==> config.mk <==
export PLATFORM = sky130hd
export DESIGN_NAME = corey_div
export DESIGN_NICKNAME = d
export VERILOG_FILES = /design/src/design/corey_pkg.sv /design/src/design/corey_div.sv
export SDC_FILE = /design/constraint.sdc
export NUM_CORES = 2
export LEC_CHECK = 0
export BUFFER_PORTS_ARGS = -buffer_cell sky130_fd_sc_hd__buf_2
export CELL_PAD_IN_SITES_DETAIL_PLACEMENT = 1
export CELL_PAD_IN_SITES_GLOBAL_PLACEMENT = 1
export CORE_MARGIN = 2
export CORE_UTILIZATION = 55
export DETAILED_ROUTE_END_ITERATION = 7
export GPL_TIMING_DRIVEN = 0
export MAX_ROUTING_LAYER = met4
export PLACE_DENSITY = 0.93
export SYNTH_ARGS = -nofsm -noshare
export SYNTH_HDL_FRONTEND = slang
export SYNTH_SLANG_ARGS = --single-unit
export TNS_END_PERCENT = 30
==> constraint.sdc <==
create_clock -name i_clk -period 19.25 [get_ports i_clk]
set_input_delay 3.85 -clock i_clk [delete_from_list [all_inputs] [get_ports i_clk]]
set_output_delay 3.85 -clock i_clk [all_outputs]
set_load 0.02 [all_outputs]
==> src/design/corey_pkg.sv <==
// Shared types, constants and constant tables for the three-phase Corey
// relative permeability core. No dependencies.
package corey_pkg;

    localparam int FRACTION_BITS = 16;
    localparam int TOLERANCE_LSB = 0;
    localparam int FIELD_BITS    = FRACTION_BITS + 1;
    localparam int SUM_BITS      = FIELD_BITS + 3;
    localparam int ONE_Q         = 1 << FRACTION_BITS;

    localparam int INT_Q     = 30;
    localparam int LOG_FRAC  = 24;
    localparam int EXP_BITS  = 16;
    localparam int EXP_FRAC  = 12;
    localparam int P_BITS    = $clog2(INT_Q);
    localparam int LZ_BITS   = $clog2(INT_Q + 1);
    localparam int MAG_BITS  = LZ_BITS + LOG_FRAC;
    localparam int T_BITS    = MAG_BITS + EXP_BITS - EXP_FRAC;
    localparam int N_BITS    = T_BITS - LOG_FRAC;

    localparam int DIV_STEP   = 3;
    localparam int DIV_STAGES = (INT_Q + DIV_STEP - 1) / DIV_STEP;
    localparam int LOG_LAT    = 2 + LOG_FRAC;
    localparam int EXP_LAT    = 4 + LOG_FRAC;
    localparam int LAT_TOTAL  = 1 + DIV_STAGES + LOG_LAT + EXP_LAT;

    localparam int NUM_PHASES    = 3;
    localparam int CFG_IDX_BITS  = 3;
    localparam int CFG_DATA_BITS = 3 * EXP_BITS;

    localparam logic [CFG_IDX_BITS-1:0] REG_RES_A = CFG_IDX_BITS'(0);
    localparam logic [CFG_IDX_BITS-1:0] REG_RES_B = CFG_IDX_BITS'(1);
    localparam logic [CFG_IDX_BITS-1:0] REG_RES_C = CFG_IDX_BITS'(2);
    localparam logic [CFG_IDX_BITS-1:0] REG_END_A = CFG_IDX_BITS'(3);
    localparam logic [CFG_IDX_BITS-1:0] REG_END_B = CFG_IDX_BITS'(4);
    localparam logic [CFG_IDX_BITS-1:0] REG_END_C = CFG_IDX_BITS'(5);
    localparam logic [CFG_IDX_BITS-1:0] REG_EXPO  = CFG_IDX_BITS'(6);

    localparam logic [CFG_DATA_BITS-1:0] EXPO_RESET = 48'h2000_2000_2000;

    typedef enum logic [1:0] {
        KIND_ZERO,
        KIND_FULL,
        KIND_CALC
    } t_kind;

    typedef struct packed {
        t_kind kind;
    } t_tag;

    typedef struct packed {
        logic [FIELD_BITS-1:0] sat_a;
        logic [FIELD_BITS-1:0] sat_b;
    } t_in;

    typedef struct packed {
        logic [FIELD_BITS-1:0] perm_a;
        logic [FIELD_BITS-1:0] perm_b;
        logic [FIELD_BITS-1:0] perm_c;
    } t_out;

    function automatic logic [63:0] isqrt64(input logic [63:0] v_in);
        logic [63:0] v;
        logic [63:0] res;
        logic [63:0] bitv;
        v    = v_in;
        res  = '0;
        bitv = 64'd1 << 62;
        for (int i = 0; i < 32; i++) begin
            if (v >= res + bitv) begin
                v   = v - (res + bitv);
                res = (res >> 1) + bitv;
            end else begin
                res = res >> 1;
            end
            bitv = bitv >> 2;
        end
        return res;
    endfunction

    // c_k = 2^(-2^-k) in Q30, k = 1..LOG_FRAC, packed low entry first
    function automatic logic [LOG_FRAC*INT_Q-1:0] exp_coef_table();
        logic [63:0]                c;
        logic [LOG_FRAC*INT_Q-1:0]  tab;
        c   = 64'd1 << (INT_Q - 1);
        tab = '0;
        for (int k = 0; k < LOG_FRAC; k++) begin
            c = isqrt64(c << INT_Q);
            tab[k*INT_Q +: INT_Q] = c[INT_Q-1:0];
        end
        return tab;
    endfunction

    localparam logic [LOG_FRAC*INT_Q-1:0] EXP_COEFS = exp_coef_table();

endpackage

==> src/design/corey_div.sv <==
// Pipelined restoring divider: normalized saturation (num << 30) / den.
// Depends on corey_pkg.
module corey_div (
    input  logic                                i_clk,
    input  logic                                i_en,
    input  logic [corey_pkg::FIELD_BITS-1:0]    i_num,
    input  logic [corey_pkg::FIELD_BITS-1:0]    i_den,
    input  corey_pkg::t_tag                     i_tag,
    output logic [corey_pkg::INT_Q-1:0]         o_se,
    output corey_pkg::t_tag                     o_tag
);
    localparam int FB  = corey_pkg::FIELD_BITS;
    localparam int QB  = corey_pkg::INT_Q;
    localparam int STG = corey_pkg::DIV_STAGES;

    logic [FB:0]     r_rem [STG];
    logic [QB-1:0]   r_quo [STG];
    corey_pkg::t_tag r_tag [STG];
    logic [FB:0]     n_rem [STG];
    logic [QB-1:0]   n_quo [STG];

    // remainder stays below the divisor, so the shifted-out bit is zero
    always_comb begin
        logic [FB:0]   rem;
        logic [QB-1:0] quo;
        for (int g = 0; g < STG; g++) begin
            if (g == 0) begin
                rem = {1'b0, i_num};
                quo = '0;
            end else begin
                rem = r_rem[g-1];
                quo = r_quo[g-1];
            end
            for (int j = 0; j < corey_pkg::DIV_STEP; j++) begin
                rem = {rem[FB-1:0], 1'b0};
                if (rem >= {1'b0, i_den}) begin
                    rem = rem - {1'b0, i_den};
                    quo = {quo[QB-2:0], 1'b1};
                end else begin
                    quo = {quo[QB-2:0], 1'b0};
                end
            end
            n_rem[g] = rem;
            n_quo[g] = quo;
        end
    end

    always_ff @(posedge i_clk) begin
        if (i_en) begin
            for (int g = 0; g < STG; g++) begin
                r_rem[g] <= n_rem[g];
                r_quo[g] <= n_quo[g];
                if (g == 0) begin
                    r_tag[g] <= i_tag;
                end else begin
                    r_tag[g] <= r_tag[g-1];
                end
            end
        end
    end

    assign o_se  = r_quo[STG-1];
    assign o_tag = r_tag[STG-1];

endmodule

# Word level (Yosys, flattened, before mapping)
# Memories as Yosys holds them, arrays and structs flattened.
# Index checks and enable logic that the tools add are counted.
# W data, S select, Z words.
# op_classes
n_addsub,30
n_mul,0
div,0
order_cmp,30
n_eq_ne,0
n_shift,0
mux,62
bitwise,0
n_reduce_logical,0
# ops
cell,count
$ge A18 B17 Y1,30
$mux W17,20
$sub A17 B17 Y17,20
$mux W18,10
$sub A18 B17 Y18,10
$mux W1,32
# totals
register_bits,0
latch_bits,0
ramBits,500
romBits,0
inputBits,38
out_inout_bits,32
elab_cells,125
mem_count,3
# mem_list
name,words,width,read_ports,rd_clocked_by_memory_dff,write_ports,line,rtl
r_quo,10,30,10,0,10,corey_div.sv:17,logic [QB-1:0] r_quo [STG];
r_rem,10,18,9,0,10,corey_div.sv:16,logic [FB:0] r_rem [STG];
r_tag,10,2,10,0,10,corey_div.sv:18,corey_pkg::t_tag r_tag [STG];

# Depth between registers and ports, before layout
# An unclocked memory read counts as a cell.
# depth
word_depth,7
ltp_mapped,40
ltp_nobuf,32

# Least setup slack after synthesis
# No wires, ideal clock.
# synth_timing
kind,input port to flip-flop
from,input port i_den[0] (netlist bit)
to,"memory r_rem[7][11] (netlist bit), data pin"
setup_time_ns,0.262
arrival_time_ns,12.378
t_required_ns,18.988
setup_slack_ns,6.609
cell_stages,33
path_buffers,9
cell_sequence,buf_4 -> buf_4 -> buf_6 -> inv_2 -> clkbuf_1 -> clkbuf_1 -> fa_1 -> a21oi_1 -> o221ai_1 -> a31oi_1 -> o2111ai_1 -> nand2_1 -> clkbuf_1 -> o31ai_1 -> ha_1 -> and3_1 -> a221o_1 -> a22oi_1 -> a31oi_1 -> o21ai_0 -> a21boi_0 -> nor2_1 -> clkbuf_1 -> mux2_2 -> ha_1 -> o41a_1 -> a221o_1 -> a2111o_1 -> a31o_1 -> a21o_1 -> buf_6 -> buf_6 -> mux2_1
# synth_rtl
item,line,rtl
start: declaration,corey_div.sv:7,"input logic [corey_pkg::FIELD_BITS-1:0] i_den,"
end: declaration,corey_div.sv:16,

==> impl_metrics.toml <==
[floorplanning]
rows = 95
ios = 70
coreArea_um2 = 67400
fp.dieH_um = 265
fp.dieW_um = 265
die-area_um2 = 70400
start_util_pct = 55.7

[grt]
grt_pass1_wl_um = 221000
overflow = 0
grt_max_degree = 130
grt.busiest_layer = "met2"
grt_pass1_vias = 38800
grtUsageMet3_pct = 9.29
grt_usage_pct = 41.1
gr-usage-met1_pct = 45.7
gr-usage-met2_pct = 65.2
grt_antenna_before_repair = 2

[detailed_routing]
routed_via_density = 7.13
via_count = 36600
postRouteAntennaNets = 0
drt_wl_total_um = 145000
avgRoutedWirePerCell_um = 28.2
first_iter_violations = 3270
first_pass_iters = 8
drc_errors = 0

[cells_and_area]
area_delta_synth_final_pct = 8.62
drive_above_1_share_pct = 13.2
multi_input_area_um2 = 26400
final_util_pct = 60.5
regArea_um2 = 10100
fillers = 7617
stdcell_count = 5130
final_nets = 4758

[placement]
port-buffer-count = 68
routabilityCongestion = 0.938
dpl.hpwl_um = 97000
dp.cells = 5050

[sta]
grt_setup_unrepaired = "no"
slew_headroom_pct = 5.22
hold_viol = 0
max_freq_ghz = 0.0642
tightest_slew_ns = 1.42
finClkSkew_ns = 0.0611
tns_ns = 0
fin_crit_sh_pct = 81.0
setup_viol = 0
fin_crit_ns = 15.58
final_max_slew_viol_count = 0

[clock_tree]
clk_latency_ns = 0.66
root_buffer = "clkbuf_16"
cts_setup_buffers = 0
clockBufferDepth = 3
clk_pin_slew_ns = 0.07
clkSinkCount = 338
htree_levels = 2
cts_tree = "done"
numCtsBuffers = 42
holdBufCountCts = 0
cts_resized = 0

[synthesis]
synth.distinct_cells = 114
ys_seq_area_share_pct = 27.0
avgSynthCellArea_um2 = 9.18
async_reset_ff_share_pct = 0
syn_inst = 4089
yosys_register_bits = 338
yosys_warnings = 0
synth-edff-count = 338
syn_area_um2 = 37500
syn_nets = 4626
synth_flop_cell = "edfxtp_1"

[min_path]
holdPathEnd = "r_quo[8][6]"
hold_class = "register to register"
min_from = "r_quo[7][3]"
whs_path_depth = 0

[worst_setup_path]
timing.rr.end = "r_rem[4][1]"
r2r_setup_slack_ns = 9.09
cp_max_fo = 16
slowest_stage = "a41oi_1"
slowest_delay_ns = 0.74
rr_startpoint = "r_rem[3][4]"
worst_setup_path_start_kind = "input pin"
critPathArrivalTime_ns = 15.97
critPathBufInv = 9
crit_family = "compound AO/OA/AOI/OAI gates"
rr_worst_depth = 30
endpoint_kind = "register"
crit_type = "input pin to register"
required_ns = 19.64

[run]
max_cap_viol_count = 0

[outcome]
outcome = "completed"
metal layers:
layer	up-vias	routed length (um)
li1	15800	-
met2	2259	66000
met5	-	0
met1	17600	53400
met4	0	11800
met3	926	13400
cells in the mapped netlist, types with 17 or more instances:
| cell | n | area [um2] |
|---|---|---|
| a21oi_1 | 341 | 1710 |
| xor2_1 | 110 | 963 |
| or3_1 | 34 | 213 |
| nor3_1 | 95 | 475 |
| o21ai_0 | 254 | 1270 |
| or2_2 | 26 | 163 |
| inv_1 | 160 | 601 |
| and2_1 | 31 | 194 |
| nor2_1 | 300 | 1130 |
| clkbuf_1 | 32 | 120 |
| o211ai_1 | 18 | 135 |
| mux2_1 | 18 | 203 |
| buf_2 | 17 | 85.1 |
| nand3_1 | 71 | 355 |
| o21ai_1 | 21 | 105 |
| nor4_1 | 17 | 106 |
| o31ai_1 | 37 | 278 |
| mux2_2 | 233 | 2620 |
| o21a_1 | 73 | 548 |
| ha_1 | 489 | 6120 |
| and3_1 | 45 | 282 |
| xnor2_1 | 251 | 2200 |
| a21o_1 | 146 | 1100 |
| a31oi_1 | 36 | 225 |
| a211oi_1 | 43 | 323 |
| edfxtp_1 | 338 | 10100 |
| nor2b_1 | 56 | 350 |
| nand2b_1 | 53 | 332 |
| nand4_1 | 52 | 325 |
| nand2_1 | 302 | 1130 |
| a31o_2 | 19 | 166 |
| o21bai_1 | 47 | 353 |
| a211o_1 | 18 | 158 |
stage by stage:
stage | worst slack, ns | hold WS, ns | area, um2
after global routing | 3.48 | 0.419 | 40800
final | 3.67 | 0.407 | 40800
after floorplan | 6.61 | 0.400 | 37500
after global placement | 3.25 | 0.400 | 39000
after CTS | 4.43 | 0.416 | 40800
after detailed placement | 4.28 | 0.405 | 39400
final cells by class:
cell class	count	area share [%]
Antenna cell	4	0.0245
Buffer	73	1.01
Tap cell	873	2.68
Sequential cell	338	24.9
Clock inverter	32	0.687
Inverter	164	1.51
Multi-Input combinational cell	3514	64.7
Clock buffer	44	2.65
Timing Repair Buffer	88	1.90
flip-flops by register name (all words and copies together), names as in the netlist:
| register | count |
|---|---|
| r_rem | 153 |
| r_quo | 165 |
| r_tag | 20 |
placed cells by master, fill, tap and decap left out, types with 144 or more instances in the layout:
cell      netlist  layout
nand2_1       302     302
mux2_2        233     233
o21ai_0       254     254
a21o_1        146     146
edfxtp_1      338     338
nor2_1        300     300
a21oi_1       341     341
ha_1          489     489
xnor2_1       251     251
inv_1         160     144
worst max-delay path by stage:
stage | startpoint | to | depth (start not counted)
floorplan | i_den[0] | r_rem[7][11] | 33
global placement | i_den[0] | r_rem[7][16] | 35
detailed placement | i_den[0] | r_rem[7][16] | 36
CTS | i_den[0] | r_rem[4][1] | 37
global route | i_den[0] | r_rem[4][1] | 37
finish | i_den[0] | r_rem[4][1] | 37
cell families after synthesis:
logic type,synth area share [%]
AND/OR/NAND/NOR,14.6
XOR/XNOR,8.42
buffers and inverters,2.74
adder cells (fa/ha/maj),16.8
AO/OA/AOI/OAI,22.3
flip-flops,27.0
multiplexers,8.10
Power is not shown: default switching activity piles up to over one toggle a cycle in this logic, so the estimate is an artifact.
